--- src/rtl/core/dial_digit_collector_unit_defines.svh ---
// ----------------------------------------------------------------------------
// Dial digit collector assertion macros
// Shared concurrent assertion forms; they compile to nothing when SYNTH is set.
// ----------------------------------------------------------------------------
`ifndef DIAL_DIGIT_COLLECTOR_UNIT_DEFINES_SVH
`define DIAL_DIGIT_COLLECTOR_UNIT_DEFINES_SVH

`ifndef SYNTH

// Same-cycle implication, checked at every rising clock edge outside reset.
`define DDC_ASSERT_IMPLY(label, clk, rst, ante, cons) \
   label: assert property (@(posedge clk) disable iff (rst) (ante) |-> (cons)) \
      else $error("dial digit collector: implication check failed");

// Next-cycle implication, checked at every rising clock edge outside reset.
`define DDC_ASSERT_NEXT(label, clk, rst, ante, cons) \
   label: assert property (@(posedge clk) disable iff (rst) (ante) |=> (cons)) \
      else $error("dial digit collector: next-cycle check failed");

`else

`define DDC_ASSERT_IMPLY(label, clk, rst, ante, cons)
`define DDC_ASSERT_NEXT(label, clk, rst, ante, cons)

`endif

`endif

--- src/rtl/core/ddc_pkg.sv ---
// ----------------------------------------------------------------------------
// Dial digit collector package
// Types and fixed constants shared by the collector modules.
// ----------------------------------------------------------------------------
`default_nettype none

package ddc_pkg;

   localparam int MODE_W  = 2;
   localparam int DIGIT_W = 4;
   localparam int TIMER_W = 16;

   localparam logic [TIMER_W-1:0] TIMEOUT_RESET = 16'd3000;

   typedef enum logic [MODE_W-1:0] {
      MODE_TICK  = 2'd0,
      MODE_HOOK  = 2'd1,
      MODE_DTMF  = 2'd2,
      MODE_OTHER = 2'd3
   } mode_type;

   typedef enum logic [1:0] {
      ST_IDLE       = 2'd0,
      ST_WAIT_FIRST = 2'd1,
      ST_WAIT_NEXT  = 2'd2,
      ST_EMIT       = 2'd3
   } state_type;

   // Commands from the controller to the datapath.
   typedef struct packed {
      logic arm_timer;
      logic dec_timer;
      logic clear_all;
      logic store_digit;
      logic emit_load;
      logic emit_advance;
   } cmd_type;

   // Status from the datapath to the controller.
   typedef struct packed {
      logic timer_expiring;
      logic count_zero;
      logic last_digit;
   } status_type;

endpackage

`default_nettype wire

--- src/rtl/core/ddc_req_if.sv ---
// ----------------------------------------------------------------------------
// Dial digit collector request channel
// Valid/ready channel that carries one phone event per transfer.
// ----------------------------------------------------------------------------
`default_nettype none

interface ddc_req_if;

   logic                         valid;
   logic                         ready;
   logic [ddc_pkg::MODE_W-1:0]   mode;
   logic                         hook_on;
   logic [ddc_pkg::DIGIT_W-1:0]  dtmf_code;

   modport source (output valid, output mode, output hook_on, output dtmf_code,
                   input ready);
   modport sink   (input valid, input mode, input hook_on, input dtmf_code,
                   output ready);

endinterface

`default_nettype wire

--- src/rtl/core/ddc_rsp_if.sv ---
// ----------------------------------------------------------------------------
// Dial digit collector response channel
// Valid/ready channel that carries one collected digit per transfer.
// ----------------------------------------------------------------------------
`default_nettype none

interface ddc_rsp_if #(
   parameter int CNT_W = 5
);

   logic                         valid;
   logic                         ready;
   logic [ddc_pkg::DIGIT_W-1:0]  digit;
   logic [CNT_W-1:0]             digit_count;
   logic                         empty_number;
   logic                         last;

   modport source (output valid, output digit, output digit_count,
                   output empty_number, output last, input ready);
   modport sink   (input valid, input digit, input digit_count,
                   input empty_number, input last, output ready);

endinterface

`default_nettype wire

--- src/rtl/core/ddc_ram.sv ---
// ----------------------------------------------------------------------------
// Dial digit collector RAM
// Generic single-write, single-read RAM with registered read data.
// ----------------------------------------------------------------------------
`default_nettype none

module ddc_ram #(
   parameter int WIDTH = 4,
   parameter int DEPTH = 16,
   localparam int ADDR_W = (DEPTH > 1) ? $clog2(DEPTH) : 1
) (
   input  wire logic              clock,
   input  wire logic              wr_en,
   input  wire logic [ADDR_W-1:0] wr_addr,
   input  wire logic [WIDTH-1:0]  wr_data,
   input  wire logic [ADDR_W-1:0] rd_addr,
   output logic      [WIDTH-1:0]  rd_data
);

   logic [WIDTH-1:0] mem [DEPTH];
   logic [WIDTH-1:0] rd_data_ff;

   always_ff @(posedge clock) begin
      if (wr_en) begin
         mem[wr_addr] <= wr_data;
      end
      rd_data_ff <= mem[rd_addr];
   end

   assign rd_data = rd_data_ff;

endmodule

`default_nettype wire

--- src/rtl/core/ddc_ctrl.sv ---
// ----------------------------------------------------------------------------
// Dial digit collector controller
// Call-phase state machine that sequences the datapath and both handshakes.
// ----------------------------------------------------------------------------
`default_nettype none

module ddc_ctrl (
   input  wire logic                        clock,
   input  wire logic                        reset,
   input  wire logic                        req_valid,
   input  wire logic [ddc_pkg::MODE_W-1:0]  req_mode,
   input  wire logic                        req_hook_on,
   output logic                             req_ready,
   output logic                             rsp_valid,
   input  wire logic                        rsp_ready,
   input  wire ddc_pkg::status_type         status,
   output ddc_pkg::cmd_type                 cmd
);

   ddc_pkg::state_type state_ff;
   ddc_pkg::state_type state_in;
   ddc_pkg::mode_type  mode;
   logic               req_xfer;
   logic               rsp_xfer;
   logic               run_done;

   assign mode      = ddc_pkg::mode_type'(req_mode);
   assign req_ready = (state_ff != ddc_pkg::ST_EMIT);
   assign rsp_valid = (state_ff == ddc_pkg::ST_EMIT);
   assign req_xfer  = req_valid && req_ready;
   assign rsp_xfer  = rsp_valid && rsp_ready;
   assign run_done  = status.count_zero || status.last_digit;

   always_ff @(posedge clock) begin
      if (reset) begin
         state_ff <= ddc_pkg::ST_IDLE;
      end else begin
         state_ff <= state_in;
      end
   end

   // Next state.
   always_comb begin
      state_in = state_ff;
      unique case (state_ff)
         ddc_pkg::ST_IDLE: begin
            if (req_xfer && mode == ddc_pkg::MODE_HOOK && !req_hook_on) begin
               state_in = ddc_pkg::ST_WAIT_FIRST;
            end
         end
         ddc_pkg::ST_WAIT_FIRST, ddc_pkg::ST_WAIT_NEXT: begin
            if (req_xfer) begin
               unique case (mode)
                  ddc_pkg::MODE_TICK: begin
                     if (status.timer_expiring) begin
                        state_in = ddc_pkg::ST_EMIT;
                     end
                  end
                  ddc_pkg::MODE_HOOK: begin
                     if (req_hook_on) begin
                        state_in = ddc_pkg::ST_IDLE;
                     end
                  end
                  ddc_pkg::MODE_DTMF: begin
                     state_in = ddc_pkg::ST_WAIT_NEXT;
                  end
                  ddc_pkg::MODE_OTHER: begin
                     state_in = state_ff;
                  end
               endcase
            end
         end
         ddc_pkg::ST_EMIT: begin
            if (rsp_xfer && run_done) begin
               state_in = ddc_pkg::ST_IDLE;
            end
         end
      endcase
   end

   // Datapath commands.
   always_comb begin
      cmd = '0;
      unique case (state_ff)
         ddc_pkg::ST_IDLE: begin
            if (req_xfer && mode == ddc_pkg::MODE_HOOK && !req_hook_on) begin
               cmd.arm_timer = 1'b1;
            end
         end
         ddc_pkg::ST_WAIT_FIRST, ddc_pkg::ST_WAIT_NEXT: begin
            if (req_xfer) begin
               unique case (mode)
                  ddc_pkg::MODE_TICK: begin
                     if (status.timer_expiring) begin
                        cmd.emit_load = 1'b1;
                     end else begin
                        cmd.dec_timer = 1'b1;
                     end
                  end
                  ddc_pkg::MODE_HOOK: begin
                     cmd.clear_all = req_hook_on;
                  end
                  ddc_pkg::MODE_DTMF: begin
                     cmd.arm_timer   = 1'b1;
                     cmd.store_digit = 1'b1;
                  end
                  ddc_pkg::MODE_OTHER: begin
                     cmd = '0;
                  end
               endcase
            end
         end
         ddc_pkg::ST_EMIT: begin
            if (rsp_xfer) begin
               if (run_done) begin
                  cmd.clear_all = 1'b1;
               end else begin
                  cmd.emit_advance = 1'b1;
               end
            end
         end
      endcase
   end

endmodule

`default_nettype wire

--- src/rtl/core/ddc_datapath.sv ---
// ----------------------------------------------------------------------------
// Dial digit collector datapath
// Timeout register, inter-digit timer, digit store and readout pointer.
// ----------------------------------------------------------------------------
`default_nettype none

module ddc_datapath #(
   parameter int MAX_DIGITS = 16,
   localparam int IDX_W = (MAX_DIGITS > 1) ? $clog2(MAX_DIGITS) : 1,
   localparam int CNT_W = $clog2(MAX_DIGITS + 1)
) (
   input  wire logic                          clock,
   input  wire logic                          reset,
   input  wire logic                          csr_wr_en,
   input  wire logic [ddc_pkg::TIMER_W-1:0]   csr_wr_data,
   input  wire logic [ddc_pkg::DIGIT_W-1:0]   dtmf_code,
   input  wire ddc_pkg::cmd_type              cmd,
   output ddc_pkg::status_type                status,
   output logic      [ddc_pkg::DIGIT_W-1:0]   digit,
   output logic      [CNT_W-1:0]              digit_count,
   output logic                               empty_number,
   output logic                               last
);

   logic [ddc_pkg::TIMER_W-1:0] timeout_ff;
   logic [ddc_pkg::TIMER_W-1:0] timer_ff;
   logic [ddc_pkg::TIMER_W-1:0] timer_in;
   logic [CNT_W-1:0]            count_ff;
   logic [CNT_W-1:0]            count_in;
   logic [IDX_W-1:0]            out_idx_ff;
   logic [IDX_W-1:0]            out_idx_in;
   logic                        store_full;
   logic                        store_wr;
   logic [ddc_pkg::DIGIT_W-1:0] rd_digit;

   assign store_full = (count_ff == CNT_W'(MAX_DIGITS));
   assign store_wr   = cmd.store_digit && !store_full;

   always_ff @(posedge clock) begin
      if (reset) begin
         timeout_ff <= ddc_pkg::TIMEOUT_RESET;
      end else if (csr_wr_en) begin
         timeout_ff <= csr_wr_data;
      end
   end

   // A zero timeout arms the timer to expire on the next tick.
   always_comb begin
      timer_in = timer_ff;
      if (cmd.clear_all) begin
         timer_in = '0;
      end else if (cmd.arm_timer) begin
         timer_in = (timeout_ff == '0) ? ddc_pkg::TIMER_W'(1) : timeout_ff;
      end else if (cmd.dec_timer) begin
         timer_in = timer_ff - ddc_pkg::TIMER_W'(1);
      end
   end

   always_comb begin
      count_in = count_ff;
      if (cmd.clear_all) begin
         count_in = '0;
      end else if (store_wr) begin
         count_in = count_ff + CNT_W'(1);
      end
   end

   // The read address follows the pointer's next value, so the registered
   // read data always belongs to the digit the pointer shows.
   always_comb begin
      out_idx_in = out_idx_ff;
      if (cmd.emit_load) begin
         out_idx_in = '0;
      end else if (cmd.emit_advance) begin
         out_idx_in = out_idx_ff + IDX_W'(1);
      end
   end

   always_ff @(posedge clock) begin
      if (reset) begin
         timer_ff   <= '0;
         count_ff   <= '0;
         out_idx_ff <= '0;
      end else begin
         timer_ff   <= timer_in;
         count_ff   <= count_in;
         out_idx_ff <= out_idx_in;
      end
   end

   ddc_ram #(
      .WIDTH (ddc_pkg::DIGIT_W),
      .DEPTH (MAX_DIGITS)
   ) u_store (
      .clock   (clock),
      .wr_en   (store_wr),
      .wr_addr (count_ff[IDX_W-1:0]),
      .wr_data (dtmf_code),
      .rd_addr (out_idx_in),
      .rd_data (rd_digit)
   );

   assign status.timer_expiring = (timer_ff <= ddc_pkg::TIMER_W'(1));
   assign status.count_zero     = (count_ff == '0);
   assign status.last_digit     = ((CNT_W'(out_idx_ff) + CNT_W'(1)) == count_ff);

   assign digit        = status.count_zero ? '0 : rd_digit;
   assign digit_count  = count_ff;
   assign empty_number = status.count_zero;
   assign last         = status.count_zero || status.last_digit;

endmodule

`default_nettype wire

--- src/rtl/core/dial_digit_collector_unit.sv ---
// ----------------------------------------------------------------------------
// Dial digit collector
// Collects DTMF digits after off-hook and releases them at the timeout.
// ----------------------------------------------------------------------------
// Usage:
// Phone events arrive on req_if, one per transfer: ticks, hook events, DTMF
// digits and ignored events. While the block is idle or collecting, every
// event is taken at once and causes no result except the expiring tick.
// When the timer expires, req_if.ready drops and the collected digits leave on
// rsp_if in dialing order, one transfer per cycle while the receiver is ready,
// the first one in the cycle after the expiring tick. The last transfer has
// last set; with nothing dialed a single empty result goes out instead.
// A run of digits thus holds the request side until its last digit is taken, as
// the digit store has one read port. A stalled receiver simply holds the current
// digit and the request side stays blocked until the run is done.
// The timeout register on the csr port takes effect at the next arming of the
// timer. Reset returns the block to idle with the timeout at 3000 ticks;
// the digit store needs no clearing.
// ----------------------------------------------------------------------------
`default_nettype none

`include "dial_digit_collector_unit_defines.svh"

module dial_digit_collector_unit #(
   parameter int MAX_DIGITS = 16,
   localparam int CNT_W = $clog2(MAX_DIGITS + 1)
) (
   input  wire logic                         clock,
   input  wire logic                         reset,
   ddc_req_if.sink                           req_if,
   ddc_rsp_if.source                         rsp_if,
   input  wire logic                         csr_wr_en,
   input  wire logic [ddc_pkg::TIMER_W-1:0]  csr_wr_data
);

   ddc_pkg::cmd_type    cmd;
   ddc_pkg::status_type status;

   // The controller owns both handshakes; the datapath owns all storage.
   ddc_ctrl u_ctrl (
      .clock       (clock),
      .reset       (reset),
      .req_valid   (req_if.valid),
      .req_mode    (req_if.mode),
      .req_hook_on (req_if.hook_on),
      .req_ready   (req_if.ready),
      .rsp_valid   (rsp_if.valid),
      .rsp_ready   (rsp_if.ready),
      .status      (status),
      .cmd         (cmd)
   );

   ddc_datapath #(
      .MAX_DIGITS (MAX_DIGITS)
   ) u_datapath (
      .clock        (clock),
      .reset        (reset),
      .csr_wr_en    (csr_wr_en),
      .csr_wr_data  (csr_wr_data),
      .dtmf_code    (req_if.dtmf_code),
      .cmd          (cmd),
      .status       (status),
      .digit        (rsp_if.digit),
      .digit_count  (rsp_if.digit_count),
      .empty_number (rsp_if.empty_number),
      .last         (rsp_if.last)
   );

   // No event is taken while a run of digits is going out.
   `DDC_ASSERT_IMPLY(a_no_req_during_run, clock, reset, rsp_if.valid, !req_if.ready)

   // The reported count never exceeds the store capacity.
   `DDC_ASSERT_IMPLY(a_count_bound, clock, reset, rsp_if.valid,
                     rsp_if.digit_count <= CNT_W'(MAX_DIGITS))

   // An empty number is always a run of one.
   `DDC_ASSERT_IMPLY(a_empty_is_last, clock, reset,
                     rsp_if.valid && rsp_if.empty_number, rsp_if.last)

   // The run ends right after its last transfer.
   `DDC_ASSERT_NEXT(a_run_ends, clock, reset,
                    rsp_if.valid && rsp_if.ready && rsp_if.last, !rsp_if.valid)

endmodule

`default_nettype wire

--- src/flat_wrapper.sv ---
// flat-port wrapper written by rule: the top's interface ports become plain ports
module dial_digit_collector_unit_flat 
#(
   parameter int MAX_DIGITS = 16,
   localparam int CNT_W = $clog2(MAX_DIGITS + 1)
)
  (clock, reset, csr_wr_en, csr_wr_data, req_if_valid, req_if_mode, req_if_hook_on, req_if_dtmf_code, req_if_ready, rsp_if_valid, rsp_if_digit, rsp_if_digit_count, rsp_if_empty_number, rsp_if_last, rsp_if_ready);
  ddc_req_if req_if_i ();
  ddc_rsp_if #(.CNT_W(5)) rsp_if_i ();
  input  wire logic clock;
  input  wire logic reset;
  input  wire logic csr_wr_en;
  input  wire logic [ddc_pkg::TIMER_W-1:0] csr_wr_data;
  input wire logic [$bits(req_if_i.valid)-1:0] req_if_valid;
  input wire logic [$bits(req_if_i.mode)-1:0] req_if_mode;
  input wire logic [$bits(req_if_i.hook_on)-1:0] req_if_hook_on;
  input wire logic [$bits(req_if_i.dtmf_code)-1:0] req_if_dtmf_code;
  output wire logic [$bits(req_if_i.ready)-1:0] req_if_ready;
  output wire logic [$bits(rsp_if_i.valid)-1:0] rsp_if_valid;
  output wire logic [$bits(rsp_if_i.digit)-1:0] rsp_if_digit;
  output wire logic [$bits(rsp_if_i.digit_count)-1:0] rsp_if_digit_count;
  output wire logic [$bits(rsp_if_i.empty_number)-1:0] rsp_if_empty_number;
  output wire logic [$bits(rsp_if_i.last)-1:0] rsp_if_last;
  input wire logic [$bits(rsp_if_i.ready)-1:0] rsp_if_ready;
  assign req_if_i.valid = req_if_valid;
  assign req_if_i.mode = req_if_mode;
  assign req_if_i.hook_on = req_if_hook_on;
  assign req_if_i.dtmf_code = req_if_dtmf_code;
  assign req_if_ready = req_if_i.ready;
  assign rsp_if_valid = rsp_if_i.valid;
  assign rsp_if_digit = rsp_if_i.digit;
  assign rsp_if_digit_count = rsp_if_i.digit_count;
  assign rsp_if_empty_number = rsp_if_i.empty_number;
  assign rsp_if_last = rsp_if_i.last;
  assign rsp_if_i.ready = rsp_if_ready;
  dial_digit_collector_unit #(.MAX_DIGITS(MAX_DIGITS)) u_core (.clock(clock), .reset(reset), .req_if(req_if_i), .rsp_if(rsp_if_i), .csr_wr_en(csr_wr_en), .csr_wr_data(csr_wr_data));
endmodule
--- config.mk ---
export PLATFORM = sky130hd
export DESIGN_NAME = dial_digit_collector_unit_flat
export DESIGN_NICKNAME = d
export VERILOG_FILES = /design/src/rtl/core/ddc_pkg.sv /design/src/rtl/core/ddc_req_if.sv /design/src/rtl/core/ddc_rsp_if.sv /design/src/rtl/core/ddc_ram.sv /design/src/rtl/core/ddc_ctrl.sv /design/src/rtl/core/ddc_datapath.sv /design/src/rtl/core/dial_digit_collector_unit.sv /design/src/flat_wrapper.sv
export VERILOG_INCLUDE_DIRS = /design/src /design/src/rtl/core
export SDC_FILE = /design/constraint.sdc
export NUM_CORES = 1
export LEC_CHECK = 0
export BUFFER_PORTS_ARGS = -buffer_cell sky130_fd_sc_hd__buf_2
export CELL_PAD_IN_SITES_DETAIL_PLACEMENT = 1
export CELL_PAD_IN_SITES_GLOBAL_PLACEMENT = 1
export CORE_MARGIN = 8
export CORE_UTILIZATION = 47
export CTS_CLUSTER_DIAMETER = 100
export DETAILED_ROUTE_END_ITERATION = 7
export PLACE_DENSITY_LB_ADDON = 0.1
export SYNTH_ARGS = -nofsm -noshare
export SYNTH_HDL_FRONTEND = slang
export SYNTH_SLANG_ARGS = --single-unit
--- constraint.sdc ---
create_clock -name clock -period 2.89 [get_ports clock]
set_input_delay 0.1445 -clock clock [delete_from_list [all_inputs] [get_ports clock]]
set_output_delay 0.1445 -clock clock [all_outputs]
set_load 0.005 [all_outputs]
Yosys cells after proc, flatten, opt, wreduce, memory -nomap -nowiden
Memory sizes are Yosys's and may differ from the RTL's. A register that Yosys moved wholly into a read port is not among the register bits.
Index checks and enable logic that the tools add are counted.

cells by class
  reductions and logical operators = 17
  equal/unequal tests = 15
  muxes and demuxes = 32
  add/subtract/negate cells = 4
  order comparisons = 1

operators by type and width
  kind                                                                                number
  16-bit 2-to-1 mux                                                                   3
  16-bit by 1-bit less-or-equal comparator with 1-bit output (second input constant)  1
  16-bit zero test                                                                    1
  16-bit by 1-bit subtractor with 16-bit output (second input constant)               1
  1-bit 2-to-1 mux                                                                    14
  2-bit 2-to-1 mux                                                                    6
  4-bit 2-to-1 mux                                                                    3
  2-bit case mux with 3 select lines                                                  2
  2-bit equality test (second input constant)                                         4
  2-bit != test (second input constant)                                               4
  1-bit logical AND                                                                   6
  6-bit 2-to-1 mux                                                                    1
  1-bit case mux with 2 select lines                                                  3
  6-bit AND reduction                                                                 1
  4-bit by 1-bit adder with 5-bit output (second input constant)                      1
  5-bit by 1-bit adder with 5-bit output (second input constant)                      1
  5-bit equality test                                                                 1
  5-bit equality test (second input constant)                                         1
  5-bit zero test                                                                     1
  4-bit by 1-bit adder with 4-bit output (second input constant)                      1
  2-bit by 1-bit equality test with 1-bit output (second input constant)              2
  2-bit zero test                                                                     2
  2-bit OR reduction                                                                  2
  3-bit by 2-bit != test with 1-bit output (second input constant)                    1
  5 further kinds                                                                     6

storage, ports and cells
  register bits = 43
  memory bits (writable) = 64
  memories = 1
  input bits = 28

memory list
  name                           depth  width  read ports  clocked after Yosys merged registers in  wr ports  RTL line       source
  u_core.u_datapath.u_store.mem  16     4      1           1                                        1         ddc_ram.sv:20  logic [WIDTH-1:0] mem [DEPTH];

Longest topological paths before layout
Gate-level depths: netlist of run 1.

  word-level depth = 8
  depth in mapped cells = 13
  mapped depth without buffers = 11

Cells and area by module
Synthesis of run 1 repeated with hierarchy kept, for this count alone.

second synthesis, totals
  cells, all modules = 405
  area, all modules = 5,081.1 um^2

by module, submodules not included
  module        cells an instance  sequential area each (um^2)  instances  area each (um^2)
  ddc_ram       130                2,001.9                      1          2,666.3
  ddc_datapath  228                820.8                        1          2,043.2
  ddc_ctrl      47                 40.0                         1          371.6

Worst setup path after synthesis of run 1
OpenSTA, ideal clock, no wires.

  path kind = reg-to-reg
  start point = register u_core.u_datapath.out_idx_ff[0]
  end point = register u_core.u_datapath.u_store.rd_data_ff[1] (netlist: u_core.u_datapath.u_store.rd_data[1]) (read register of u_core.u_datapath.u_store.mem)
  stages on the path, launching flop included = 14
  setup slack = 0.340 ns
  data required time = 2.804 ns
  path buffers = 3
  library setup time = 0.086 ns
  arrival = 2.464 ns
  path through = dfxtp_1 ha_1 buf_2 nor3b_1 a2111oi_0 o211ai_1 buf_2 nand2_4 mux2i_2 buf_2 a22oi_1 nand2_1 a21oi_1 a211oi_1

on the way
  longest elaborated chain between the ends = 8
  elaborated cells between the ends (all ways) = 9
  those cells by class = add/sub: 2; eq/ne: 1; mux: 5; reduce/logical: 1

RTL lines
  item                                    RTL line             source
  start: declaration                      ddc_datapath.sv:30   logic [IDX_W-1:0] out_idx_ff;
  start signal: assignment                ddc_datapath.sv:87   out_idx_ff <= out_idx_in;
  4-bit by 1-bit adder with 5-bit output  ddc_datapath.sv:105  assign status.last_digit = ((CNT_W'(out_idx_ff) + CNT_W'(1)) == count_ff);
  5-bit equality test                     ddc_datapath.sv:105
  1-bit logical OR                        ddc_ctrl.sv:32       assign run_done = status.count_zero || status.last_digit;
  1-bit 2-to-1 mux                        ddc_ctrl.sv:115      if (run_done) begin
  1-bit 2-to-1 mux                        ddc_ctrl.sv:114      if (rsp_xfer) begin
  1-bit case mux with 2 select lines      ddc_ctrl.sv:84       unique case (state_ff)
  4-bit 2-to-1 mux (*)                    ddc_datapath.sv:74   end else if (cmd.emit_advance) begin
  4-bit 2-to-1 mux (*)                    ddc_datapath.sv:72   if (cmd.emit_load) begin
  end: declaration                        ddc_ram.sv:21        logic [WIDTH-1:0] rd_data_ff;

Mark *: on every way between the ends. The rest lies on a longest branch, timed or not.
A chain may end at the register's enable or synchronous reset.

Worst setup path after layout of run 1
  start point = register u_core.u_datapath.out_idx_ff[0]
  end point = register u_core.u_datapath.u_store.rd_data_ff[0] (netlist: u_core.u_datapath.u_store.rd_data[0]) (read register of u_core.u_datapath.u_store.mem)

The elaborated chain is that of the path after synthesis.

==> summary.md, run 1 <==
| Metric | Value |
|---|---|
| Die Width | `122 um` |
| I/O pins | `41` |
| Reg2Reg Depth | `11` |
| Port buffer count | `40` |
| Post-synthesis async set-or-reset flop share | `0%` |
| H-tree depth | `3` |
| Slew margin rel. | `54.9%` |
| Setup TNS | `0 ns` |
| Top FF cell, synth | `edfxtp_1` |
| Max Cap Viol | `0` |
| Worst-margin pin slew | `between 0.6 and 0.7 ns` |
| Crit-path max FO | `10` |
| Setup violators final | `0` |
| Latest clock arrival within the worst-skew pair | `0.40 ns` |
| Final nets | `between 600 and 700` |
| R2R Path Start | `u_core.u_datapath.out_idx_ff[0]` |
| Total core area | `0.0109 mm^2` |
| Status | `complete, no violations` |
| Unrepaired setup endpoints after global routing | `true` |
| Layout cells sized above 1 | `approximately a fifth` |
| Post-Synth Adder-Cell Area | `3.33%` |
| Critical Path Sink | `u_core.u_datapath.u_store.rd_data[0]` |
| Worst Setup SP | `u_core.u_datapath.out_idx_ff[0]` |
| DRC errors left | `0` |
| Distinct cells, synth | `60` |
| Dpl hpwl | `10.6 mm` |
| CTS root buffer | `clkbuf_8` |
| Area grow syn2layout | `17.2%` |
| Reg clk slew, reported paths | `0.11 ns` |
| Setup CP Type | `flip-flop to flip-flop` |
| Hold WC Path Type | `primary input to flip-flop` |
| Critical R2R Capture | `u_core.u_datapath.u_store.rd_data[0]` |
| Max-slew violations | `0` |
| Number of core rows | `38` |
| CP arrival | `3.04 ns` |
| Warnings, synthesis | `0` |
| R2r setup slk | `around 0.14 ns` |
| Tmin final | `roughly 2.7 ns` |
| Grt total ovfl | `0` |
| Max Clk Rate | `approximately 360 MHz` |
| Setup Skew | `0.0181 ns` |
| Post-synthesis cell count | `between 500 and 600` |
| Synth Net Count | `546` |
| Final wirelength | `14.7 mm` |
| Routed vias | `4208` |
| Vias in the first global route | `4407` |
| Starting Density | `between 40% and 50%` |
| Routed WL per cell | `between 20 and 25 um` |
| Pin count of the biggest net entering global routing | `24` |
| Mux share of post-synthesis cell area | `between 4 and 5%` |
| Number of flops mapped to enable cells by yosys | `64` |
| XOR/XNOR Fraction of Synth Area | `roughly 2.7%` |
| CP Data Required Time | `3.18 ns` |
| Clock net sink count | `111` |
| Die Area | `0.0149 mm^2` |
| Filler cell count | `1231` |
| DRT Pass-1 Iters | `7` |
| Final Hold Viols | `0` |
| Syn avg cell area | `10.5 um^2` |
| Post-synthesis compound-gate area fraction | `13.2%` |
| All-Layer GR Usage | `a little over a fifth` |
| Design Area, Final | `0.00617 mm^2` |
| DP Area | `0.00578 mm^2` |
| CTS tree | `yes` |
| Initial antenna violation count | `0` |
| Die height | `122 um` |
| N_diodes | `0` |
| First-pass GRT wire length | `24.1 mm` |
| Num CTS Buffers | `9` |
| Part of the Yosys area used for sequential elements | `54.3%` |
| Syn Std Cell Area | `0.00527 mm^2` |
| Final ANT Viol Nets | `0` |
| GPL Wtd Cong | `approximately 0.84` |
| VDD IR-drop max | `approximately 0.36 mV` |
| Critical path startpoint category | `flip-flop` |
| #FFs+latches synth | `between 100 and 150` |
| Pleak | `2.30 nW` |
| Setup crit end kind | `flip-flop` |
| Drt first-iter violations | `355` |
| PwrDens | `between 500 and 600 mW/mm^2` |
| Largest family of logic cells by synthesized area | `simple AND/OR/NAND/NOR gates` |
| Synth Area in Simple Gates | `about a fifth` |
| Via density | `5.82` |
| Tcrit/Tclk final | `95.1%` |
| Clk buf depth | `2` |
==> critical path, cell delays in order (launching register included) <==
cell,delay (ns)
dfxtp_1,0.33
ha_2,0.22
and3_1,0.17
a2111oi_2,0.34
o211ai_1,0.18
buf_4,0.21
nand4b_1,0.14
nand3_1,0.22
buf_4,0.24
a22oi_1,0.28
nand3_1,0.12
and4_1,0.20
==> layout by cell type (no fill, tap or decap), types with 9 or more instances in the layout <==
master,netlist,final
a211o_1,10,10
nor2_1,64,64
a22oi_1,15,15
clkbuf_8,0,9
buf_4,1,33
a21oi_1,29,29
ha_1,14,13
buf_2,9,40
edfxtp_1,64,64
a31oi_1,9,9
inv_1,13,13
mux2i_1,15,15
xnor2_1,10,10
nor3_1,23,22
dlygate4sd3_1,0,14
nand2_1,45,44
nor2b_1,14,14
nand3_1,15,15
dfxtp_1,47,47
==> cell usage after synthesis (all sizes together), types with 11 or more instances <==
cell	count	area share [%]
nor2b	14	1.7
inv	13	0.93
a22oi	15	2.1
clkbuf	14	1.0
nand3	15	1.4
nor3	23	2.2
buf	11	1.1
dfxtp	47	18
nand2	47	3.5
a21oi	29	2.8
nor2	65	4.7
edfxtp	64	36
ha	14	3.3
mux2i	16	3.1
==> power breakdown <==
group / internal (mW) / total, mW / leakage (nW) / switching (mW)
sequential: 1.71 / 1.75 / 0.960 / 0.0420
clock: 0.426 / 1.01 / 0.107 / 0.585
combinational: 0.177 / 0.413 / 1.24 / 0.237
==> repair_timing <==
item | 4_1_cts | 5_1_grt
buffers inserted | 0 | 1
endpoints found under the hold margin | 14 | 0
setup endpoints to repair | 0 | 13
gates resized for setup | 0 | 8
hold buffers | 14 | 0
==> worst min-delay path by stage <==
stage                    start                          endpoint  slack, ns  depth (start not counted)
2_1_floorplan            reset   u_core.u_datapath.timeout_ff[3]       0.24                          1
4_1_cts        csr_wr_data[15]  u_core.u_datapath.timeout_ff[15]      0.002                          3
3_3_place_gp   csr_wr_data[11]  u_core.u_datapath.timeout_ff[11]       0.35                          2
5_1_grt         csr_wr_data[6]   u_core.u_datapath.timeout_ff[6]       0.04                          3
6_report        csr_wr_data[6]   u_core.u_datapath.timeout_ff[6]       0.01                          3
3_5_place_dp    csr_wr_data[8]   u_core.u_datapath.timeout_ff[8]       0.36                          2
==> routing by layer <==
| layer | vias to the layer above | global-route usage (%) | part of all wire (%) |
|---|---|---|---|
| li1 | 2004 | - | - |
| met1 | 2080 | 28.3 | 47 |
| met2 | 108 | 32.3 | 46 |
| met3 | 16 | 4.77 | 6.3 |
| met4 | 0 | 7.56 | 1.3 |
| met5 | - | 0 | 0 |
==> sequential cells by signal, indices dropped and copies added, names as in the netlist <==
signal                             flops
u_core.u_datapath.out_idx_ff           4
u_core.u_datapath.digit_count          5
u_core.u_datapath.u_store.rd_data      4
u_core.u_ctrl.state_ff                 2
u_core.u_datapath.u_store.mem         64
u_core.u_datapath.timer_ff            16
u_core.u_datapath.timeout_ff          16
==> per-stage QoR <==
step                      hold slack, ns  setup WS (ns)  power, mW  cells  util [%]
after floorplan                    0.243          0.340       2.03    504         -
after global placement             0.349          0.218       2.15    692      53.1
after detailed placement           0.357         0.0859       2.17    692      53.1
after CTS                        0.00195         0.0146       3.19    722      56.4
after global routing              0.0418        -0.0821       3.29    723      56.7
final                             0.0138          0.141       3.17    723      56.7
==> cells by family (layout without fill, tap and decap cells) <==
| logic type | after synthesis | in the layout |
|---|---|---|
| and+or+nand+nor | 205 | 205 |
| xor gates and xnor gates | 16 | 16 |
| muxes | 21 | 21 |
| AOI/OAI and AO/OA | 99 | 99 |
| buffers and inverters | 38 | 117 |
| DFF | 111 | 111 |
| adders and majority gates | 14 | 14 |
==> layout make-up <==
type | instances | area [um^2] | area share [%]
Sequential cell | 111 | 2860 | 46.4
Multi-Input combinational cell | 355 | 2270 | 36.8
Timing Repair Buffer | 88 | 599 | 9.71
Tap cell | 140 | 175 | 2.84
Clock buffer | 9 | 124 | 2.01
Clock inverter | 7 | 93.8 | 1.52
Inverter | 13 | 48.8 | 0.790
No activity file was read; power rests on OpenSTA's default activity.
==> inputs of run 2 (changes only) <==
CELL_PAD_IN_SITES_DETAIL_PLACEMENT = unset   (was 1)
CELL_PAD_IN_SITES_GLOBAL_PLACEMENT = unset   (was 1)
CORE_UTILIZATION = 60   (was 47)
PLACE_DENSITY = 0.8   (was unset)
PLACE_DENSITY_LB_ADDON = unset   (was 0.1)
==> summary.md, run 2 (synthesis gave the netlist of run 1 again) <==
| Metric | Value |
|---|---|
| Status | `finished with violations (was complete, no violations)` |
| Failing checks | `hold timing, setup timing` |
| CP bufs+invs | `2 (unchanged)` |
| Worst-path cell chain | `ha_4 > xor2_1 > a211oi_1 > o211ai_1 > buf_4 > buf_4 > nand3_1 > mux2_4 > mux2_2 > nand2_1 > nand4_1 > and3_1 (was ha_2 > and3_1 > a2111oi_2 > o211ai_1 > buf_4 > nand4b_1 > nand3_1 > buf_4 > a22oi_1 > nand3_1 > and4_1)` |
| Slew margin rel. | `57.8% (was 54.9%)` |
| Reg with most FFs | `u_core.u_datapath.u_store.mem (unchanged)` |
| Worst-margin pin slew | `0.627 ns (was 0.671 ns)` |
| Drt first-iter violations | `552 (was 355)` |
| Die Area | `0.0120 mm^2 (was 0.0149 mm^2)` |
| Critical path startpoint category | `flip-flop (unchanged)` |
| Cell Count Post-Placement | `659 (was 692)` |
| Routed WL per cell | `19.7 um (was 20.3 um)` |
| Vias in the first global route | `4131 (was 4407)` |
| Die Width | `110 um (was 122 um)` |
| I/O pins | `41 (unchanged)` |
| Initial antenna violation count | `0 (unchanged)` |
| Most frequent cell on the critical path | `buf_4` |
| Hold WS | `-0.00927 ns (was 0.0138 ns)` |
| DRT Pass-1 Iters | `7 (unchanged)` |
| DRC errors left | `0 (unchanged)` |
| Layout cells sized above 1 | `19.8% (was 19.2%)` |
| CP arrival | `3.18 ns (was 3.04 ns)` |
| Flip-flop and latch area | `0.00286 mm^2 (unchanged)` |
| Routed vias | `4362 (was 4208)` |
| Total core area | `0.00864 mm^2 (was 0.0109 mm^2)` |
| All-Layer GR Usage | `22.3% (was 20.9%)` |
| Top Registers | `u_core.u_datapath.u_store.mem: 64 flops, u_core.u_datapath.timeout_ff: 16 flops, u_core.u_datapath.timer_ff: 16 flops (unchanged)` |
| Filler cell count | `621 (was 1231)` |
| Dpl hpwl | `9.20 mm (was 10.6 mm)` |
| R2r setup slk | `-0.02 ns (was 0.14 ns)` |
| N_diodes | `0 (unchanged)` |
| Tcrit/Tclk final | `101% (was 95.1%)` |
| Crit-path max FO | `6 (was 10)` |
| Max-slew violations | `0 (unchanged)` |
| Setup CP Type | `flip-flop to flip-flop (unchanged)` |
| Pin count of the biggest net entering global routing | `24 (unchanged)` |
| Max Cap Viol | `0 (unchanged)` |
| Slowest CP cell | `dfxtp_1 (was a2111oi_2)` |
| Final ANT Viol Nets | `0 (unchanged)` |
| Design Area, Final | `0.00611 mm^2 (was 0.00617 mm^2)` |
| Setup crit end kind | `flip-flop (unchanged)` |
| Die height | `110 um (was 122 um)` |
| Via density | `6.38 (was 5.82)` |
| Final Hold Viols | `1 (was 0)` |
| Multi-input gate area | `0.00230 mm^2 (was 0.00227 mm^2)` |
| Slowest stage delay, CP | `0.41 ns (was 0.34 ns)` |
| Place WS | `0.0272 ns (was 0.0859 ns)` |
| Total power | `3.17 mW (about the same)` |
| CTS root buffer | `clkbuf_8 (unchanged)` |
| Setup violators final | `1 (was 0)` |
| CTS tree | `yes (unchanged)` |
| Number of core rows | `34 (was 38)` |
| Starting Density | `61.0% (was 48.4%)` |
| VDD IR-drop max | `0.311 mV (was 0.362 mV)` |
| Commonest cells after routing, fill and taps aside | `nor2_1 (64), edfxtp_1 (64), dfxtp_1 (47) (unchanged)` |
| Port buffer count | `40 (unchanged)` |
| Clk buf depth | `2 (unchanged)` |
| Max reg flops | `64 (unchanged)` |
| GPL Wtd Cong | `0.935 (was 0.840)` |
| Pleak | `2.29 nW (was 2.30 nW)` |
| Tmin final | `2.91 ns (was 2.75 ns)` |
| PwrDens | `519 mW/mm^2 (was 514 mW/mm^2)` |
| H-tree depth | `3 (unchanged)` |
| Final worst setup slack | `-0.0249 ns (was 0.141 ns)` |
| Num CTS Buffers | `9 (unchanged)` |
| Final wirelength | `13.5 mm (was 14.7 mm)` |
| Hold WC Path Type | `primary input to flip-flop (unchanged)` |
| Reg clk slew, reported paths | `0.13 ns (was 0.11 ns)` |
| CP Data Required Time | `3.16 ns (was 3.18 ns)` |
| First-pass GRT wire length | `20.9 mm (was 24.1 mm)` |
| Grt total ovfl | `0 (unchanged)` |
| Latest clock arrival within the worst-skew pair | `0.39 ns (was 0.40 ns)` |
| Area grow syn2layout | `16.0% (was 17.2%)` |
| Setup Skew | `0.0206 ns (was 0.0181 ns)` |
| Final nets | `613 (was 620)` |
| Max Clk Rate | `343 MHz (was 364 MHz)` |
| DP Area | `0.00573 mm^2 (was 0.00578 mm^2)` |
| Crit-path leading delay family | `multiplexers (was simple AND/OR/NAND/NOR gates)` |
| Layout Cells excl Fill | `684 (was 723)` |
| Clock net sink count | `111 (unchanged)` |
[run 2: changes by cell type in the layout (fill, tap and decap cells not counted), moves of 2 or more]
cell	before	now
a221oi_1	7	3
a221oi_2	0	4
clkinv_8	1	3
dlygate4sd3_1	14	8
inv_6	2	0
[run 2: repair_timing]
item | in CTS | in global routing
pin swaps | 0 | 3
hold endpoints to repair | 8 | 0
gates cloned | 0 | 0
setup buffers | 0 | 1
gates resized for setup | 1 | 11
hold buffers | 8 | 0
setup endpoints to repair | 1 | 4
[run 2: power by group]
part	internal [mW]	leakage (nW)	switching, mW	total [mW]
Combinational	0.170	1.22	0.228	0.399
Clock	0.434	0.112	0.586	1.02
Sequential	1.71	0.960	0.0435	1.75
Total	2.31	2.29	0.858	3.17
[run 2: area by class of cell]
cell class,instances,share of cell area (%)
sequential,111,46.8
tap,108,2.21
inverter,13,0.799
clock inverter,7,1.78
multi-input combinational,355,37.7
timing repair buffer,81,8.64
clock buffer,9,2.03
[run 2: worst reg2reg max path, delay by kind of cell, from the launching register on]
kind	cells	cell delay [ns]
fa+ha+maj	1	0.23
buf+inv	2	0.33
xor+xnor	1	0.14
flops	1	0.41
compound gates	2	0.49
mux	2	0.69
simple gates	4	0.50
[run 2: final timing paths]
check | start | to | cells after the start
worst max-delay path | u_core.u_datapath.out_idx_ff[1] | u_core.u_datapath.u_store.rd_data[2] | 12
worst min-delay path | csr_wr_data[0] | u_core.u_datapath.timeout_ff[0] | 3
worst max register to register | u_core.u_datapath.out_idx_ff[1] | u_core.u_datapath.u_store.rd_data[2] | 12
worst min register to register | u_core.u_ctrl.state_ff[1] | u_core.u_ctrl.state_ff[1] | 2
[run 2: layer usage]
metal | track usage, % | routed length, um | share of wire [%] | vias to the layer above
met1 | 31.0 | 5700 | 42 | 2073
met2 | 34.6 | 6200 | 46 | 260
met4 | 7.14 | 291 | 2.2 | 0
li1 | - | - | - | 1996
met5 | 0 | 0 | 0 | -
met3 | 3.87 | 1300 | 9.6 | 33
[run 2: per-stage QoR]
stage	util (%)	TNS, ns
global route	70.8	-0.303
detailed placement	66.4	0
floorplan	-	0
finish	70.8	-0.0249
CTS	70.1	0
global placement	66.4	0
==> inputs of run 3 (changes only) <==
CTS_CLUSTER_DIAMETER = 120   (was 100)
SETUP_SLACK_MARGIN = 0.2   (was unset)
==> summary.md, run 3 (synthesis gave the netlist of run 1 again) <==
| Metric | Value |
|---|---|
| Status | `finished with violations (unchanged)` |
| Failing checks | `hold timing (was hold timing, setup timing)` |
| Layout cells sized above 1 | `23.1% (was 19.8%)` |
| Initial antenna violation count | `0 (unchanged)` |
| Die Width | `110 um (unchanged)` |
| Final Hold Viols | `1 (unchanged)` |
| Slowest stage delay, CP | `0.46 ns (was 0.41 ns)` |
| CTS tree | `yes (unchanged)` |
| Unrepaired setup endpoints after global routing | `true` |
| VDD IR-drop max | `0.282 mV (was 0.311 mV)` |
| R2R Path Start | `u_core.u_datapath.digit_count[2] (was u_core.u_datapath.out_idx_ff[1])` |
| Sequential Power Share | `54.7% (was 55.2%)` |
| Via density | `6.40 (was 6.38)` |
| Final nets | `618 (was 613)` |
| Setup violators final | `0 (was 1)` |
| Num CTS Buffers | `9 (unchanged)` |
| Pin count of the biggest net entering global routing | `24 (unchanged)` |
| Reg clk slew, reported paths | `0.13 ns (about the same)` |
| All-Layer GR Usage | `22.6% (was 22.3%)` |
| Max reg flops | `64 (unchanged)` |
| CP bufs+invs | `4 (was 2)` |
| Dpl hpwl | `9.20 mm (unchanged)` |
| Reg with most FFs | `u_core.u_datapath.u_store.mem (unchanged)` |
| Crit-path leading delay family | `simple AND/OR/NAND/NOR gates (was multiplexers)` |
| Worst Setup SP | `u_core.u_datapath.digit_count[2] (was u_core.u_datapath.out_idx_ff[1])` |
| CP Data Required Time | `3.15 ns (was 3.16 ns)` |
| HP Start | `csr_wr_data[0] (unchanged)` |
| Die height | `110 um (unchanged)` |
| Cell Count Post-Placement | `659 (unchanged)` |
| Drt first-iter violations | `587 (was 552)` |
| H-tree depth | `3 (unchanged)` |
| Port buffer count | `40 (unchanged)` |
| Tmin final | `2.81 ns (was 2.91 ns)` |
| Slowest CP cell | `dfxtp_1 (unchanged)` |
| Max Cap Viol | `0 (unchanged)` |
| Sw Ratio | `27.4% (was 27.1%)` |
| Final core occ | `72.2% (was 70.8%)` |
| Routed vias | `4412 (was 4362)` |
| GPL Wtd Cong | `0.935 (unchanged)` |
| PwrDens | `513 mW/mm^2 (was 519 mW/mm^2)` |
| Pleak | `2.35 nW (was 2.29 nW)` |
| Max Clk Rate | `356 MHz (was 343 MHz)` |
| DRC errors left | `0 (unchanged)` |
| Hold WS | `-0.00760 ns (was -0.00927 ns)` |
| Grt total ovfl | `0 (unchanged)` |
| Final wirelength | `14.1 mm (was 13.5 mm)` |
| First-pass GRT wire length | `21.2 mm (was 20.9 mm)` |
| Filler cell count | `600 (was 621)` |
| Clk buf depth | `2 (unchanged)` |
| Area grow syn2layout | `18.4% (was 16.0%)` |
| Setup crit end kind | `flip-flop (unchanged)` |
| Number of core rows | `34 (unchanged)` |
| Worst-margin pin slew | `0.643 ns (was 0.627 ns)` |
| Routed WL per cell | `20.5 um (was 19.7 um)` |
| Most frequent cell on the critical path | `buf_4 (unchanged)` |
| CP arrival | `3.07 ns (was 3.18 ns)` |
| DRT Pass-1 Iters | `5 (was 7)` |
| Sw power | `0.876 mW (was 0.858 mW)` |
| DP Area | `0.00573 mm^2 (unchanged)` |
| Slew margin rel. | `56.8% (was 57.8%)` |
| Top Registers | `u_core.u_datapath.u_store.mem: 64 flops, u_core.u_datapath.timeout_ff: 16 flops, u_core.u_datapath.timer_ff: 16 flops (unchanged)` |
| CTS root buffer | `clkbuf_8 (unchanged)` |
| Design Area, Final | `0.00624 mm^2 (was 0.00611 mm^2)` |
| Worst-path cell chain | `buf_4 > nor2_1 > nand3b_1 > inv_1 > nor2_2 > buf_4 > nand3_1 > nor3_1 > nor3_1 > buf_4 > o31ai_2 > o21ai_1 > and3_1 (was ha_4 > xor2_1 > a211oi_1 > o211ai_1 > buf_4 > buf_4 > nand3_1 > mux2_4 > mux2_2 > nand2_1 > nand4_1 > and3_1)` |
| Die Area | `0.0120 mm^2 (unchanged)` |
| Commonest cells after routing, fill and taps aside | `nor2_1 (64), edfxtp_1 (64), dfxtp_1 (42) (was nor2_1 (64), edfxtp_1 (64), dfxtp_1 (47))` |
| Tcrit/Tclk final | `97.3% (was 101%)` |
| Max-slew violations | `0 (unchanged)` |
| Clock net sink count | `111 (unchanged)` |
| Total core area | `0.00864 mm^2 (unchanged)` |
| Flip-flop and latch area | `0.00287 mm^2 (was 0.00286 mm^2)` |
| Critical path startpoint category | `flip-flop (unchanged)` |
| Hold WC Path Type | `primary input to flip-flop (unchanged)` |
| Crit-path max FO | `11 (was 6)` |
| Final ANT Viol Nets | `0 (unchanged)` |
| Total power | `3.20 mW (was 3.17 mW)` |
| Latest clock arrival within the worst-skew pair | `0.38 ns (was 0.39 ns)` |
| Vias in the first global route | `4171 (was 4131)` |
| Layout Cells excl Fill | `689 (was 684)` |
| Setup CP Type | `flip-flop to flip-flop (unchanged)` |
| Setup Skew | `0.0267 ns (was 0.0206 ns)` |
| Gate power share | `13.1% (was 12.6%)` |
| Clock power share | `32.2% (about the same)` |
| N_diodes | `0 (unchanged)` |
| Starting Density | `61.0% (unchanged)` |
| I/O pins | `41 (unchanged)` |
| Total internal power | `2.32 mW (was 2.31 mW)` |
| Multi-input gate area | `0.00237 mm^2 (was 0.00230 mm^2)` |
-- run 3: cell types whose count changed in the layout (fill, tap and decap cells not counted), moves of 2 or more --
cell / delta
buf_4: +2
buf_6: +3
dfxtp_1: -5
dfxtp_2: +4
mux2_2: -3
mux2_4: +3
nand2_1: -3
nand2_2: +3
-- run 3: worst paths after layout --
path	endpoint	slack [ns]	cells after the start
max	u_core.u_datapath.u_store.rd_data[2]	0.08	13
min	u_core.u_datapath.timeout_ff[0]	-0.008	3
max reg2reg	u_core.u_datapath.u_store.rd_data[2]	0.08	13
min reg2reg	u_core.u_ctrl.state_ff[1]	0.49	2
-- run 3: worst min-delay path, cell delays in order --
cell	delay, ns
buf_2	0.07
mux2i_1	0.05
nor2_1	0.08
-- run 3: power by group through the flow --
| stage | Clock, mW | Combinational [mW] | Sequential, mW |
|---|---|---|---|
| floorplan | 0 | 0.255 | 1.77 |
| global placement | 0 | 0.360 | 1.78 |
| detailed placement | 0 | 0.378 | 1.78 |
| CTS | 1.02 | 0.401 | 1.75 |
| global route | 1.09 | 0.459 | 1.75 |
| finish | 1.03 | 0.418 | 1.75 |
-- run 3: area by class of cell --
cell class / count / share of cell area (%)
multi-input cells: 355 / 38.0
clock inverters: 7 / 1.75
repair buffers: 86 / 9.25
well taps: 108 / 2.17
inverters: 13 / 0.782
clock buffers: 9 / 1.99
flip-flops and latches: 111 / 46.0
-- run 3: routing by layer --
layer  GRT usage [%]  share of wire (%)
met5               0                  0
met4            7.71                2.6
met3            4.28                9.3
met2            35.1                 47
met1            31.2                 42
-- run 3: timing repair --
| item | CTS | global route |
|---|---|---|
| hold buffers | 8 | 0 |
| hold endpoints to repair | 8 | 0 |
| gates cloned | 0 | 0 |
| buffers inserted | 2 | 4 |
| pin swaps | 3 | 11 |
| gates resized for setup | 8 | 28 |
| setup endpoints to repair | 5 | 24 |
-- run 3: stage by stage --
stage               worst slack (ns)  setup TNS, ns
CTS                            0.205              0
global placement               0.107              0
global route                 -0.0149        -0.0357
floorplan                      0.340              0
finish                        0.0773              0
detailed placement            0.0272              0
